==> src/rtl/core/sd_pkg.sv <==
// ----------------------------------------------------------------------------
// sd_pkg - segment distance shared definitions
// Widths, register indexes and the word types carried along the cell chains.
// ----------------------------------------------------------------------------
package sd_pkg;

    localparam int COORD_W     = 16;
    localparam int FRAC_W      = 8;
    localparam int IN_W        = 16;
    localparam int WEIGHT_W    = 16;
    localparam int WEIGHT_FRAC = 12;
    localparam int DIST_W      = 48;
    localparam int NLANE       = 4;

    localparam int DIFF_W  = COORD_W + 1;
    localparam int PROD_W  = 2 * DIFF_W;
    localparam int SUM_W   = PROD_W + 1;
    localparam int SUB_W   = PROD_W + 2;
    localparam int NUM_W   = PROD_W;
    localparam int HALF_W  = NUM_W / 2;
    localparam int SQ_W    = 2 * NUM_W;
    localparam int QUO_W   = NUM_W + 2 * FRAC_W;
    localparam int ROOT_W  = QUO_W / 2;
    localparam int DREM_W  = (NUM_W > ROOT_W + 1) ? NUM_W : ROOT_W + 1;
    localparam int PSUM_W  = 2 * ROOT_W + 1;
    localparam int MIX_W   = WEIGHT_W + ROOT_W;
    localparam int TOT_W   = MIX_W + 2;
    localparam int EXT_W   = (TOT_W > DIST_W + 1) ? TOT_W : DIST_W + 1;
    localparam int LAT_MID = QUO_W + 2 * ROOT_W + 2;

    localparam int ADDR_W    = 4;
    localparam int DATA_W    = 32;
    localparam int REG_IDX_W = 2;

    localparam logic [REG_IDX_W-1:0] REG_WPERP = REG_IDX_W'(0);
    localparam logic [REG_IDX_W-1:0] REG_WPAR  = REG_IDX_W'(1);
    localparam logic [REG_IDX_W-1:0] REG_WANG  = REG_IDX_W'(2);

    localparam logic [WEIGHT_W-1:0] WEIGHT_RESET = WEIGHT_W'(4096);
    localparam logic [DIST_W-1:0]   DIST_MAX     = '1;

    // restoring divider word: partial remainder, divisor, dividend bits / quotient
    typedef struct packed {
        logic [DREM_W-1:0] rem;
        logic [DREM_W-1:0] den;
        logic [QUO_W-1:0]  sh;
    } sd_div_t;

    // digit-by-digit square root word
    typedef struct packed {
        logic [ROOT_W+1:0] rem;
        logic [ROOT_W-1:0] root;
        logic [QUO_W-1:0]  sh;
    } sd_sqrt_t;

    typedef struct packed {
        logic [ROOT_W-1:0] par;
        logic [ROOT_W-1:0] ang;
        logic              zero;
    } sd_side_t;

endpackage

==> src/rtl/core/sd_div_cell.sv <==
// ----------------------------------------------------------------------------
// sd_div_cell - one restoring division step
// Brings down one dividend bit, trial subtracts the divisor, shifts in the
// quotient bit and hands the word to the next cell.
// ----------------------------------------------------------------------------
module sd_div_cell (
    input  logic            clk,
    input  sd_pkg::sd_div_t din,
    output sd_pkg::sd_div_t dout
);
    import sd_pkg::*;

    logic [DREM_W:0] trial;
    logic [DREM_W:0] diff;
    logic            ge;
    sd_div_t         cell_next;
    sd_div_t         cell_reg;

    assign trial = {din.rem, din.sh[QUO_W-1]};
    assign ge    = trial >= {1'b0, din.den};
    assign diff  = trial - {1'b0, din.den};

    always_comb
    begin
        cell_next.rem = ge ? diff[DREM_W-1:0] : trial[DREM_W-1:0];
        cell_next.den = din.den;
        cell_next.sh  = {din.sh[QUO_W-2:0], ge};
    end

    always_ff @(posedge clk)
    begin
        cell_reg <= cell_next;
    end

    assign dout = cell_reg;

endmodule

==> config.mk <==
export PLATFORM = sky130hd
export DESIGN_NAME = sd_div_cell
export DESIGN_NICKNAME = d
export VERILOG_FILES = /design/src/rtl/core/sd_pkg.sv /design/src/rtl/core/sd_div_cell.sv
export SDC_FILE = /design/constraint.sdc
export NUM_CORES = 1
export LEC_CHECK = 0
export BUFFER_PORTS_ARGS = -buffer_cell sky130_fd_sc_hd__clkbuf_2
export CORE_AREA = 2 2 102 104
export DETAILED_ROUTE_END_ITERATION = 10
export DIE_AREA = 0 0 104 106
export PLACE_DENSITY = 0.85
export SKIP_CTS_REPAIR_TIMING = 1
export SYNTH_ARGS = -nofsm -noshare
export SYNTH_HDL_FRONTEND = slang
export SYNTH_SLANG_ARGS = --single-unit
==> constraint.sdc <==
create_clock -name clk -period 4.4 [get_ports clk]
set_input_delay 0.66 -clock clk [delete_from_list [all_inputs] [get_ports clk]]
set_output_delay 0.66 -clock clk [all_outputs]
set_load 0.01 [all_outputs]
==> run_results.csv <==
group,metric,value,unit
clocking,root_buffer,"clkbuf_8",
placed_design,gp_congestion,0.931,
layout,seqCellArea,2360,µm²
sta,period_needed,3020,ps
layout,layout-drive-gt1-share,37.7,%
global_route,antenna_found_initial,0,
layout,largest_reg_flops,118,
floorplan,die_area,11000,µm²
floorplan,initial_utilization,47.3,%
pwr,ir_drop,0.238,mV
worst_hold_path,hold_start,"din[9]",
pwr,total_power,3.11,mW
global_route,globalRouteOverflowTotal,0,
placed_design,placed_area,5990,µm²
sta,relSlewSlack,67.3,%
synth,avgSynthCellArea,9.53,µm²
synth,synthTopCellsByArea,"dfxtp_1 50%, ha_1 9.0%, o21ai_0 4.7%, nand2_1 4.1%, a21oi_1 3.4%",
worst_hold_path,whs_path_depth,1,
synth,synth_edf_count,0,
placed_design,port_buffers,236,
drt,wirelength,13500,µm
drt,final_antenna_net_count,0,
sta,clock.fmax,331,MHz
pwr,clkPwrFrac,42.6,%
critical_path,worst-endpoint-arrival,3430,ps
clocking,path_clk_slew,60,ps
layout,syn2layout_area_growth,38.6,%
pwr,pwr-share-seq,38.9,%
synth,yosysWarnings,0,
layout,antenna_cells,0,
sta,finalCritPeriodShare,68.6,%
floorplan,die_h,106,µm
global_route,grt_max_degree,34,
synth,ys_seq_area_share,49.9,%
sta,rsz0062_at_grt,"false",
critical_path,cp-start-kind,"input port",
clocking,cts_made_buffers,17,
synth,synth_top_area_share,49.9,%
clocking,cts.path.max_buffers,2,
sta,tightestPinTransition,486,ps
synth,yosysMostFrequentCell,"dfxtp_1",
layout,multi_input_area,2100,µm²
global_route,grt_use_total,24.4,%
drt,routed_via_density,5.06,
drt,drc_errors,0,
placed_design,hpwl,10400,µm
worst_hold_path,min_to,"dout[10]",
floorplan,coreArea,10000,µm²
worst_hold_path,hold_class,"in2reg",
global_route,grt_pass1_wl,21400,µm
sta,setup_tns,0,ps
pwr,p_sw,877,µW
floorplan,die_w,104,µm
drt,dr_total_vias,4465,
floorplan,ios,237,
layout,final_area,6560,µm²
pwr,p_int,2.24,mW
synth,netlist_instances,497,
drt,routedWlPerCell,15.3,µm
pwr,p_comb_share,18.5,%
clocking,h-tree-depth,4,
synth,synthTopCellsByCount,"118 x dfxtp_1, 52 x nand2_1, 44 x o21ai_0",
sta,drv_slew,0,
synth,async_flop_share,0,%
layout,nFillCells,808,
synth,synth_area_leader_cell,"dfxtp_1",
sta,setup_viol,0,
critical_path,crit_type,"in2reg",
synth,syn-num-nets,651,
synth,synthFlopType,"dfxtp_1",
layout,final_nets,887,
critical_path,required,4810,ps
clocking,cts_tree,"yes",
flow_run,maxCapViolCount,0,
global_route,grt_pass1_vias,4543,
status,outcome,"finished clean",
synth,ys_ff_latch,118,
pwr,power.density,474,nW/µm²
pwr,swShare,28.2,%
synth,syn_area,4730,µm²
drt,drtPass1Iterations,4,
sta,hold_viol,0,
clocking,cts_sinks,118,
critical_path,worst-path-max-fanout,4,
synth,yosysUniqueCellTypes,56,
pwr,power.leakage,3.30,nW
drt,drt_iter0_drc,213,
floorplan,rows,37,
critical_path,worstSetupEndpointType,"flop",
placed cells by master (no fill, tap or decap), drive strengths merged, types with 2 or more instances in the layout:
master / Yosys / layout
buf: 9 / 2
clkinv: 0 / 6
o211ai: 5 / 5
or3: 3 / 3
a21boi: 2 / 2
nand4: 9 / 9
clkbuf: 12 / 254
clkinvlp: 0 / 4
o21ai: 48 / 48
a221oi: 2 / 2
xor2: 13 / 13
and3: 3 / 3
mux2: 4 / 4
a31oi: 3 / 3
nand2: 52 / 52
xnor2: 16 / 16
o21a: 3 / 3
nor3: 6 / 6
a311oi: 2 / 2
nand2b: 4 / 4
a211oi: 4 / 4
and2: 4 / 4
a21o: 11 / 11
nor2b: 2 / 2
a21oi: 34 / 34
o21bai: 4 / 4
nor4: 2 / 2
nor2: 22 / 22
bufinv: 0 / 2
dfxtp: 118 / 118
o31ai: 4 / 4
inv: 42 / 44
nand3: 7 / 7
ha: 34 / 34
power groups by stage:
stage	clock, mW	sequential, mW	combinational [mW]
finish	1.32	1.21	0.577
CTS	1.35	1.21	0.577
global route	1.40	1.22	0.634
global placement	0	1.23	0.556
floorplan	0	1.29	0.284
detailed placement	0	1.23	0.570
worst max-delay path by stage:
stage          startpoint   endpoint  slack (ps)  cells past startpoint
2_1_floorplan     din[49]  dout[116]        1400                     12
3_3_place_gp      din[49]  dout[116]        1070                     13
3_5_place_dp      din[49]  dout[116]         880                     13
4_1_cts           din[49]  dout[116]        1420                     13
5_1_grt           din[49]  dout[116]        1220                     13
6_report          din[49]  dout[116]        1380                     13
routing by layer:
| metal | share of wire (%) | track usage, % | wire length (µm) |
|---|---|---|---|
| met1 | 37 | 24.9 | 4940 |
| met2 | 52 | 44.1 | 6980 |
| met3 | 7.8 | 8.65 | 1060 |
| met4 | 4.0 | 12.6 | 538 |
| met5 | 0 | 0 | 0 |
worst max-delay path, stage by stage:
cell and delay [ps]:
clkbuf_2 90, inv_1 60, ha_1 180, inv_1 60, fa_1 400, a21oi_1 220
o211ai_1 210, a211oi_2 380, o22ai_1 200, o2111ai_1 260, a41oi_1 160, or3_1 330
a31o_1 220
kinds of logic after synthesis:
group	after synthesis	share of synthesized area (%)
AO/OA/AOI/OAI	131	17.3
flip-flops	118	49.9
AND/OR/NAND/NOR	117	11.3
buffers and inverters	63	5.81
adder cells (fa/ha/maj)	35	9.41
XOR/XNOR	29	5.36
multiplexers	4	0.951
area by class of cell:
class / count / area share (%)
clock inverter: 14 / 2.33
sequential: 118 / 36.0
timing repair buffer: 238 / 18.2
clock buffer: 18 / 6.37
inverter: 42 / 2.40
tap: 136 / 2.59
multi-input combinational: 316 / 32.1
metrics by stage:
stage,instances,util [%],worst slack (ps),hold WS [ps]
2_1_floorplan,497,-,1400,688
3_3_place_gp,850,59.9,1070,763
3_5_place_dp,850,59.9,882,764
4_1_cts,882,65.6,1420,225
5_1_grt,882,65.6,1220,219
6_report,882,65.6,1380,238
Note: power is estimated with default switching activity, not from simulation.
