`src/rtl/core/sd_pkg.sv`:
```
// ----------------------------------------------------------------------------
// sd_pkg - segment distance shared definitions
// Widths, register indexes and the word types carried along the cell chains.
// ----------------------------------------------------------------------------
package sd_pkg;

    localparam int COORD_W     = 16;
    localparam int FRAC_W      = 8;
    localparam int IN_W        = 16;
    localparam int WEIGHT_W    = 16;
    localparam int WEIGHT_FRAC = 12;
    localparam int DIST_W      = 48;
    localparam int NLANE       = 4;

    localparam int DIFF_W  = COORD_W + 1;
    localparam int PROD_W  = 2 * DIFF_W;
    localparam int SUM_W   = PROD_W + 1;
    localparam int SUB_W   = PROD_W + 2;
    localparam int NUM_W   = PROD_W;
    localparam int HALF_W  = NUM_W / 2;
    localparam int SQ_W    = 2 * NUM_W;
    localparam int QUO_W   = NUM_W + 2 * FRAC_W;
    localparam int ROOT_W  = QUO_W / 2;
    localparam int DREM_W  = (NUM_W > ROOT_W + 1) ? NUM_W : ROOT_W + 1;
    localparam int PSUM_W  = 2 * ROOT_W + 1;
    localparam int MIX_W   = WEIGHT_W + ROOT_W;
    localparam int TOT_W   = MIX_W + 2;
    localparam int EXT_W   = (TOT_W > DIST_W + 1) ? TOT_W : DIST_W + 1;
    localparam int LAT_MID = QUO_W + 2 * ROOT_W + 2;

    localparam int ADDR_W    = 4;
    localparam int DATA_W    = 32;
    localparam int REG_IDX_W = 2;

    localparam logic [REG_IDX_W-1:0] REG_WPERP = REG_IDX_W'(0);
    localparam logic [REG_IDX_W-1:0] REG_WPAR  = REG_IDX_W'(1);
    localparam logic [REG_IDX_W-1:0] REG_WANG  = REG_IDX_W'(2);

    localparam logic [WEIGHT_W-1:0] WEIGHT_RESET = WEIGHT_W'(4096);
    localparam logic [DIST_W-1:0]   DIST_MAX     = '1;

    // restoring divider word: partial remainder, divisor, dividend bits / quotient
    typedef struct packed {
        logic [DREM_W-1:0] rem;
        logic [DREM_W-1:0] den;
        logic [QUO_W-1:0]  sh;
    } sd_div_t;

    // digit-by-digit square root word
    typedef struct packed {
        logic [ROOT_W+1:0] rem;
        logic [ROOT_W-1:0] root;
        logic [QUO_W-1:0]  sh;
    } sd_sqrt_t;

    typedef struct packed {
        logic [ROOT_W-1:0] par;
        logic [ROOT_W-1:0] ang;
        logic              zero;
    } sd_side_t;

endpackage

```
`src/rtl/core/sd_mix.sv`:
```
// ----------------------------------------------------------------------------
// sd_mix - weighted sum and saturation
// Three Q4.12 weight products, sum, scale down and clip to the output width.
// ----------------------------------------------------------------------------
module sd_mix (
    input  logic                        clk,
    input  logic                        rst_n,
    input  logic                        in_vld,
    input  logic [sd_pkg::ROOT_W-1:0]   perp,
    input  logic [sd_pkg::ROOT_W-1:0]   par,
    input  logic [sd_pkg::ROOT_W-1:0]   ang,
    input  logic [sd_pkg::WEIGHT_W-1:0] w_perp,
    input  logic [sd_pkg::WEIGHT_W-1:0] w_par,
    input  logic [sd_pkg::WEIGHT_W-1:0] w_ang,
    output logic                        done,
    output logic [sd_pkg::DIST_W-1:0]   distance,
    output logic                        saturated
);
    import sd_pkg::*;

    logic              vld1_reg;
    logic              done_reg;
    logic [MIX_W-1:0]  pp_reg, pq_reg, pa_reg;
    logic [TOT_W-1:0]  sum;
    logic [EXT_W-1:0]  tot;
    logic              sat;
    logic [DIST_W-1:0] dist_reg;
    logic              sat_reg;

    assign sum = TOT_W'(pp_reg) + TOT_W'(pq_reg) + TOT_W'(pa_reg);
    assign tot = EXT_W'(sum >> WEIGHT_FRAC);
    assign sat = tot > EXT_W'(DIST_MAX);

    always_ff @(posedge clk or negedge rst_n)
    begin
        if (!rst_n)
        begin
            vld1_reg <= 1'b0;
            done_reg <= 1'b0;
        end
        else
        begin
            vld1_reg <= in_vld;
            done_reg <= vld1_reg;
        end
    end

    always_ff @(posedge clk)
    begin
        pp_reg   <= MIX_W'(w_perp) * MIX_W'(perp);
        pq_reg   <= MIX_W'(w_par) * MIX_W'(par);
        pa_reg   <= MIX_W'(w_ang) * MIX_W'(ang);
        dist_reg <= sat ? DIST_MAX : tot[DIST_W-1:0];
        sat_reg  <= sat;
    end

    assign done      = done_reg;
    assign distance  = dist_reg;
    assign saturated = sat_reg;

endmodule

```
`config.mk`:
```
export PLATFORM = sky130hd
export DESIGN_NAME = sd_mix
export DESIGN_NICKNAME = d
export VERILOG_FILES = /design/src/rtl/core/sd_pkg.sv /design/src/rtl/core/sd_mix.sv
export SDC_FILE = /design/constraint.sdc
export NUM_CORES = 2
export LEC_CHECK = 0
export BUFFER_PORTS_ARGS = -buffer_cell sky130_fd_sc_hd__buf_2
export CAP_MARGIN = 20
export CORE_MARGIN = 2
export CORE_UTILIZATION = 55
export CTS_CLUSTER_SIZE = 24
export DETAILED_ROUTE_END_ITERATION = 6
export GPL_TIMING_DRIVEN = 0
export PLACE_DENSITY = 0.75
export SYNTH_ARGS = -nofsm -noshare
export SYNTH_HDL_FRONTEND = slang
export SYNTH_SLANG_ARGS = --single-unit
```
`constraint.sdc`:
```
create_clock -name clk -period 4.1 [get_ports clk]
set_input_delay 0.615 -clock clk [delete_from_list [all_inputs] [get_ports clk]]
set_output_delay 0.615 -clock clk [all_outputs]
set_load 0.005 [all_outputs]
```
==> run metrics <==
normalized max-slew margin 51.3%; layout cells sized above 1 22.8%; initial antenna violation count 4; Nets 6931; dpl hpwl 104000 um; drt via density 5.69; H-Tree Depth 4; final setup vio count 99; GR Overflow Total 0; max-cap violations 0; Setup Skew 0.00763 ns; vias 36900; commonest non-fill, non-tap cells in the layout inv_1, fa_1, nand2_1, and2_1, ha_1; core area 0.0793 mm^2; die width 287 um; Min-Delay Path Class in -> reg; largest area contributor in the netlist fa_1; #FFs+latches synth 156; ys async rst share 1.28%; Synth top area share 45.3%; Longest Clk Path Bufs 2; DR WL/cell 21.8 um; total CTS buffers 17; crit path DAT 6.94 ns; Hold Vio Cnt, Final 0; status finished with violations; Final WS setup -2.49 ns; initial drt markers 2992; Post-DRT Antenna Nets 0; CP startpoint kind input port; global-route wire length before repair 210000 um; commonest non-fill, non-tap cell in the layout inv_1; EDFF count, synth 0; count of pins over their slew limit 0; initial core utilization 55.7%; FF-to-FF setup slack 0.24 ns; RSZ-0062 raised after global routing true; Routed WL 142000 um; worst setup path endpoint pp_reg[40]$_DFF_P_; clk sinks 156; min Tclk post-route 6.59 ns; setup TNS -140.77 ns; FMAX 152 MHz; synth top area cells fa_1, ha_1, inv_1; startpoint of the worst register-to-register path pa_reg[9]$_DFF_P_; drt pass-1 iters 7; CP endpoint kind flip-flop; period utilization 161%; cells on worst reg2reg path 11; area delta synth->final 26.7%; port bufs 155; Mapped Cells 4920; Avg Cell Area, Syn 8.98 um^2; CP Max Fanout 8; Die Ht 287 um; die footprint 0.0826 mm^2; violated checks DRC, setup timing; drt drc 1; Worst Path Required 4.46 ns; crit path kind in -> reg; sequential fraction of the synthesis area 7.09%; largest net degree at the start of global routing 17; reg2reg end distance[12]$_DFF_P_; CTS tree yes; Clk Latency, worst-skew pair 0.45 ns; clk slew on worst S/H paths 0.07 ns; Total Routing Usage GR 33.2%; Slew @ Worst Pin 0.725 ns; io pins 176; Mapped Area 0.0442 mm^2; number of core rows 103; Synth Flop Type dfxtp_1; Critical Path Start perp[13]; vias in the first global route 38600; Unique masters post-synth 64; Routability Congestion 0.963; CTS root buffer clkbuf_16; Syn. warnings 0; WHS 0.283 ns
==> layer usage <==
layer | global-route usage [%] | wire, um | up-vias
met5 | 0 | 13 | -
met4 | 17.1 | 8870 | 2
met3 | 7.05 | 14000 | 576
met2 | 52.9 | 65500 | 2168
met1 | 42.7 | 53200 | 18500
li1 | - | - | 15700
==> worst min-delay path by stage <==
stage,cells past startpoint,slack [ns],end,startpoint
2_1_floorplan,0,0.32,done$_DFF_PN0_,rst_n
3_3_place_gp,0,0.34,done$_DFF_PN0_,vld1_reg$_DFF_PN0_
3_5_place_dp,0,0.35,done$_DFF_PN0_,vld1_reg$_DFF_PN0_
4_1_cts,1,0.27,vld1_reg$_DFF_PN0_,in_vld
5_1_grt,1,0.28,vld1_reg$_DFF_PN0_,in_vld
6_report,1,0.28,vld1_reg$_DFF_PN0_,in_vld
==> worst max-delay path: stages <==
cell	delay, ns
buf_12	0.09
buf_8	0.10
buf_4	0.11
clkbuf_16	0.14
nand2_1	0.25
fa_1	0.84
inv_1	0.13
fa_1	0.59
fa_1	0.46
fa_2	0.70
fa_1	0.44
inv_1	0.08
fa_1	0.42
inv_1	0.07
ha_2	0.33
a21o_1	0.19
a21o_1	0.17
a21oi_1	0.22
o21ai_1	0.14
a31oi_4	0.24
o21ai_4	0.10
a221oi_2	0.30
xnor2_1	0.20
==> cell usage after synthesis, drive strengths merged, types with 3 or more instances <==
cell type,number
o21bai,18
a41oi,5
a211o,4
o211ai,8
o21a,9
or3,5
ha,379
buf,20
o31a,3
nor2,58
and2,516
dfxtp,154
or2,6
xor2,52
o31ai,7
a21oi,134
nand3,30
nand3b,5
nand4b,4
nand4,20
clkbuf,204
a311o,3
a211oi,14
a31oi,27
inv,1100
nand2b,10
a311oi,4
and3,21
o21ai,76
nor3,13
o22ai,4
a21o,111
xnor2,83
nor2b,9
nand2,765
fa,1000
a31o,5
==> what timing repair did <==
item,CTS,global route
gates cloned,14,5
pin swaps,241,279
setup endpoints to repair,99,103
hold endpoints to repair,2,0
setup buffers,196,119
hold buffers,1,0
gates resized for setup,751,412
==> cell families after synthesis <==
| group | after synthesis | synth area share, % |
|---|---|---|
| AND/OR/NAND/NOR | 1470 | 16.1 |
| adder cells (fa/ha/maj) | 1379 | 56.0 |
| buffers and inverters | 1324 | 11.4 |
| AO/OA/AOI/OAI | 454 | 6.64 |
| flip-flops | 156 | 7.09 |
| XOR/XNOR | 135 | 2.68 |
| other | 1 | 0.00849 |
| multiplexers | 1 | 0.0227 |
==> metrics by stage <==
step | area, um^2 | instances | util [%] | setup WS (ns)
floorplan | 45900 | 4937 | - | -1.75
global placement | 48000 | 6142 | 60.5 | -3.14
detailed placement | 48000 | 6142 | 60.5 | -3.17
CTS | 53800 | 6379 | 67.8 | -1.84
global route | 56000 | 6489 | 70.6 | -2.58
finish | 56000 | 6491 | 70.7 | -2.49
==> area by class of cell <==
cell class              count  area [um^2]
inverters                1100         4130
well taps                1050         1310
repair buffers            479         4500
clock buffers              18          439
flip-flops and latches    156         3130
plain buffers             215         3410
diodes                      2         5.00
clock inverters            14          169
multi-input cells        3457        38900
fillers                  5450        23300
Power is not shown: default switching activity piles up to over one toggle a cycle in this logic, so the estimate is an artifact.
