$ cat src/rtl/core/sd_pkg.sv
// ----------------------------------------------------------------------------
// sd_pkg - segment distance shared definitions
// Widths, register indexes and the word types carried along the cell chains.
// ----------------------------------------------------------------------------
package sd_pkg;

    localparam int COORD_W     = 16;
    localparam int FRAC_W      = 8;
    localparam int IN_W        = 16;
    localparam int WEIGHT_W    = 16;
    localparam int WEIGHT_FRAC = 12;
    localparam int DIST_W      = 48;
    localparam int NLANE       = 4;

    localparam int DIFF_W  = COORD_W + 1;
    localparam int PROD_W  = 2 * DIFF_W;
    localparam int SUM_W   = PROD_W + 1;
    localparam int SUB_W   = PROD_W + 2;
    localparam int NUM_W   = PROD_W;
    localparam int HALF_W  = NUM_W / 2;
    localparam int SQ_W    = 2 * NUM_W;
    localparam int QUO_W   = NUM_W + 2 * FRAC_W;
    localparam int ROOT_W  = QUO_W / 2;
    localparam int DREM_W  = (NUM_W > ROOT_W + 1) ? NUM_W : ROOT_W + 1;
    localparam int PSUM_W  = 2 * ROOT_W + 1;
    localparam int MIX_W   = WEIGHT_W + ROOT_W;
    localparam int TOT_W   = MIX_W + 2;
    localparam int EXT_W   = (TOT_W > DIST_W + 1) ? TOT_W : DIST_W + 1;
    localparam int LAT_MID = QUO_W + 2 * ROOT_W + 2;

    localparam int ADDR_W    = 4;
    localparam int DATA_W    = 32;
    localparam int REG_IDX_W = 2;

    localparam logic [REG_IDX_W-1:0] REG_WPERP = REG_IDX_W'(0);
    localparam logic [REG_IDX_W-1:0] REG_WPAR  = REG_IDX_W'(1);
    localparam logic [REG_IDX_W-1:0] REG_WANG  = REG_IDX_W'(2);

    localparam logic [WEIGHT_W-1:0] WEIGHT_RESET = WEIGHT_W'(4096);
    localparam logic [DIST_W-1:0]   DIST_MAX     = '1;

    // restoring divider word: partial remainder, divisor, dividend bits / quotient
    typedef struct packed {
        logic [DREM_W-1:0] rem;
        logic [DREM_W-1:0] den;
        logic [QUO_W-1:0]  sh;
    } sd_div_t;

    // digit-by-digit square root word
    typedef struct packed {
        logic [ROOT_W+1:0] rem;
        logic [ROOT_W-1:0] root;
        logic [QUO_W-1:0]  sh;
    } sd_sqrt_t;

    typedef struct packed {
        logic [ROOT_W-1:0] par;
        logic [ROOT_W-1:0] ang;
        logic              zero;
    } sd_side_t;

endpackage

$ cat src/rtl/core/sd_sqrt_cell.sv
// ----------------------------------------------------------------------------
// sd_sqrt_cell - one square root digit
// Takes two radicand bits, tries root*4+1 against the remainder and appends
// one root bit.
// ----------------------------------------------------------------------------
module sd_sqrt_cell (
    input  logic             clk,
    input  sd_pkg::sd_sqrt_t din,
    output sd_pkg::sd_sqrt_t dout
);
    import sd_pkg::*;

    logic [ROOT_W+3:0] t;
    logic [ROOT_W+3:0] trial;
    logic [ROOT_W+3:0] diff;
    logic              ge;
    sd_sqrt_t          cell_next;
    sd_sqrt_t          cell_reg;

    assign t     = {din.rem, din.sh[QUO_W-1 -: 2]};
    assign trial = {2'b00, din.root, 2'b01};
    assign ge    = t >= trial;
    assign diff  = t - trial;

    always_comb
    begin
        cell_next.rem  = ge ? diff[ROOT_W+1:0] : t[ROOT_W+1:0];
        cell_next.root = {din.root[ROOT_W-2:0], ge};
        cell_next.sh   = {din.sh[QUO_W-3:0], 2'b00};
    end

    always_ff @(posedge clk)
    begin
        cell_reg <= cell_next;
    end

    assign dout = cell_reg;

endmodule

$ cat config.mk
export PLATFORM = sky130hd
export DESIGN_NAME = sd_sqrt_cell
export DESIGN_NICKNAME = d
export VERILOG_FILES = /design/src/rtl/core/sd_pkg.sv /design/src/rtl/core/sd_sqrt_cell.sv
export SDC_FILE = /design/constraint.sdc
export NUM_CORES = 1
export LEC_CHECK = 0
export BUFFER_PORTS_ARGS = -buffer_cell sky130_fd_sc_hd__buf_2
export CORE_AREA = 2 2 131 133
export CTS_BUF_LIST = sky130_fd_sc_hd__clkbuf_4 sky130_fd_sc_hd__clkbuf_8
export DETAILED_ROUTE_END_ITERATION = 7
export DIE_AREA = 0 0 133 135
export SYNTH_ARGS = -nofsm -noshare
export SYNTH_HDL_FRONTEND = slang
export SYNTH_SLANG_ARGS = --single-unit
$ cat constraint.sdc
create_clock -name clk -period 3.55 [get_ports clk]
set_clock_uncertainty 0.1 [all_clocks]
set_input_delay 0.71 -clock clk [delete_from_list [all_inputs] [get_ports clk]]
set_output_delay 0.71 -clock clk [all_outputs]
set_load 0.01 [all_outputs]
==> out/summary.md <==
Of the post-synthesis cell area, the part taken by muxes is 9.03%. The detailed-route vias per instance came out at 4.11. The worst hold path depth was 1. Summing every instance area after synthesis gives 4050 um^2.

The number of clock buffers added by TritonCTS is 9. Most instantiated flip-flop cell in the synthesis netlist: dfxtp_1. The count of filler cells inserted in the layout came out at 1714. In this run the static leakage power is 2.82 nW. TritonCTS built the clock tree.

Wires add up to 11000 um. The run gives 12.2% as the global router's overall resource usage. The run gives 3296 as the number of global-route vias before repair. Walking the worst path, the cells encountered are buf_2, inv_1, ha_1, a21oi_2, o21ai_0, a31oi_4, o311ai_4, nor2_4, o211ai_2, a2111o_1, buf_12, mux2_4. Excluding fillers, the count of instances in the completed layout stands at 818. The count of placed standard cells including taps was 803. Cells with a size suffix above 1 make up 45.5% of the layout. The run gives 0.794 as the global placer's final weighted congestion. By area the synthesized netlist is led by dfxtp_1 (49%), ha_1 (8.3%), mux2_4 (6.3%), inv_1 (3.2%), a21oi_1 (3.1%). The count of clock tree sinks was 100; the number of search-and-repair iterations in the first detailed-routing pass was 4. The number of gates given a new drive strength after cts is 0, and the count of hold buffers inserted by post-cts repair is 0. The net count reported at finish is 724.

The final routed wire length divided by cell count works out to 13.4 um. For the final HPWL from detailed placement, the log shows 9150 um. CTS built an H-tree with a depth of 3.

The iteration-0 DRC count of the detailed router is 81, and the pin count of the biggest net entering global routing is 29. The commonest cells after synthesis are dfxtp_1 (100), inv_1 (34), ha_1 (27). Tracing the worst setup path back leads to its startpoint at din[54]. The total via count in the routed design came out at 3365.

The detail route stage leaves a number of antenna-violating nets equal to 0. The share of Yosys cell area claimed by the top area cell type works out to 49.5%. Clock tree synthesis selected as its root buffer the cell clkbuf_8. The setup path with the least slack is of type input pin to register. The highest clock rate was 332 MHz; the effective utilization at floorplan was 24.7%.

The worst setup path is launched from an input pin. For this run, design rule violations remaining after detail routing come to 0. The run gives 18000 um^2 as the overall die area.

The logs give 2 for the deepest clock path buffer count and 0.168 mV for the worst ir drop on vdd. The register with the most flip-flops in the layout has 100 of them. The post-synthesis async set-or-reset flop share came out at 0%.

Cell area after placement: 5370 um^2. The width of the die is 133 um. The tools report the start point of the worst min-delay path as din[13]. At the worst endpoint, the arrival time is 3.18 ns.

In this run the tightest slew margin relative to its limit is 63.3%. The post-CTS clock slew at the launch and capture registers of the worst setup and hold paths is 0.10 ns, and the max capacitance violation total is 0. Post-synthesis share of cell area spent on full adders, half adders and majority gates: 8.35%.

The post-synthesis share of cell area spent on and, or, nand and nor gates is 8.81%. The delay contributed by the slowest stage of the critical path was 0.45 ns; the initial antenna violation count was 1. The logs give 0 for the hold violation count in the final report and 54 for the number of distinct standard cells referenced by the synthesized netlist.

The capture endpoint of the worst hold path is dout[15]$_DFF_P_. The post-CTS setup repair buffer count is 0, and the setup TNS is 0 ns. The tightest min-delay check is of the input pin to register type. For the finished layout, the period the worst path requires is 3.01 ns. The tools report the count of pins over their slew limit as 0. Setup repair after global routing left no endpoint under its margin. The portion of the post-synthesis area used by sequential elements is 49.5%, and the post-synthesis share of cell area spent on xor and xnor gates is 4.76%.

For the site row count, the log shows 47. Summing all flip-flop and latch instances after layout gives 2000 um^2. The worst-margin pin slew works out to 0.544 ns.

The leading cell type by number of instances after synthesis is dfxtp_1. The synthesized-area fraction occupied by ao, oa, aoi and oai cells is 13.7%, and the worst path required time is 3.71 ns. Synthesis inferred 100 register bits.

The vertical die dimension is 135 um. The number of antenna diodes in the final layout is 0. In the finished design, the share of the clock period the worst path needs comes to 84.9%.

Summing all multi-input logic gate instances after layout gives 1810 um^2. The number of instances in the synthesized netlist is 375. Power spread over the standard cell area amounts to 470 nW/um^2. Yosys mapped a number of flops with a built-in enable equal to 0. In this run the worst path has a maximum fanout of 28. The flow ran to the end, and the final reports show no timing, DRC or antenna violations. Setup violations remaining at the end of the flow were counted as 0.

Area growth from synthesis to layout: 37.2%. The run gives 0 as the overflow left after global routing. The Yosys step of the flow raised 0 warnings. The first global-routing pass estimated 16900 um of wire. For the I/O pin total, the log shows 205.

The floorplan step defined a core boundary enclosing 16400 um^2. The worst setup path is captured at a register. The biggest area consumer among synthesized cells is dfxtp_1. By area, the combinational part of the netlist is dominated by compound AO/OA/AOI/OAI gates.

Summing all non-filler instances in the final layout gives an area of 5550 um^2. After synthesis, the mean cell area works out to 10.8 um^2. The count of input and output buffers was 202.

On the critical path, the stage with the largest delay is an instance of a2111o_1.
[placed cells by master, fill, tap and decap left out, types with 2 or more instances in the layout]
cell type,instances
o21ai_1,2
mux2_2,8
or3_1,2
nor2b_1,3
a21o_1,5
clkbuf_8,9
nor3_1,7
inv_1,34
inv_6,2
xor2_1,11
a211oi_1,6
nand3_1,7
o21a_1,3
mux2i_1,2
ha_1,27
clkinv_4,2
mux2_4,17
buf_2,202
nor2_1,14
and3_1,3
dfxtp_1,100
buf_4,16
inv_8,2
conb_1,2
a21oi_1,25
o21bai_1,3
o21ai_0,17
nand4_1,6
a31oi_1,4
nand2_1,20
or2_2,2
xnor2_1,11
[per-layer routing]
layer	wire, um	vias up	global-route usage (%)
met5	13	-	0
met4	115	2	3.41
met3	1080	11	4.88
met2	5210	158	21.5
met1	4560	1465	13.6
li1	-	1729	-
[critical path, delay by kind of cell]
kind / cells / cell delay, ns
compound gates: 6 / 1.28
fa+ha+maj: 1 / 0.40
buf+inv: 3 / 0.32
mux: 1 / 0.31
simple gates: 1 / 0.13
[where the power goes]
group	internal, mW	switching [mW]
registers	1.23	0.0229
logic	0.328	0.336
clock network	0.268	0.423
[through the flow]
stage	utilization [%]	hold WS, ns	power (mW)	setup slack [ns]
floorplan	-	0.638	1.69	0.332
global placement	32.7	0.712	1.95	0.179
detailed placement	32.7	0.714	1.96	0.131
CTS	33.8	0.295	2.67	0.544
global route	33.8	0.288	2.78	0.382
finish	33.8	0.323	2.61	0.537
[worst max path at each step]
stage	endpoint	slack (ns)
after floorplan	dout[84]$_DFF_P_	0.33
after global placement	dout[92]$_DFF_P_	0.18
after detailed placement	dout[101]$_DFF_P_	0.13
after CTS	dout[91]$_DFF_P_	0.54
after global routing	dout[79]$_DFF_P_	0.38
final	dout[91]$_DFF_P_	0.54
[layout make-up]
type | instances | share of cell area [%]
sequential | 100 | 36.1
inverter | 34 | 2.30
clock buffer | 9 | 2.23
clock inverter | 6 | 1.04
timing repair buffer | 219 | 20.7
tap | 220 | 4.96
multi-input combinational | 230 | 32.7
[cell families (layout without fill, tap and decap cells)]
group | count (synthesis) | count (layout)
AND/OR/NAND/NOR | 71 | 71
buffers and inverters | 46 | 268
XOR/XNOR | 22 | 22
flip-flops | 100 | 100
adder cells (fa/ha/maj) | 27 | 27
other | 1 | 2
multiplexers | 27 | 27
AO/OA/AOI/OAI | 81 | 81
No activity file was read; power rests on OpenSTA's default activity.
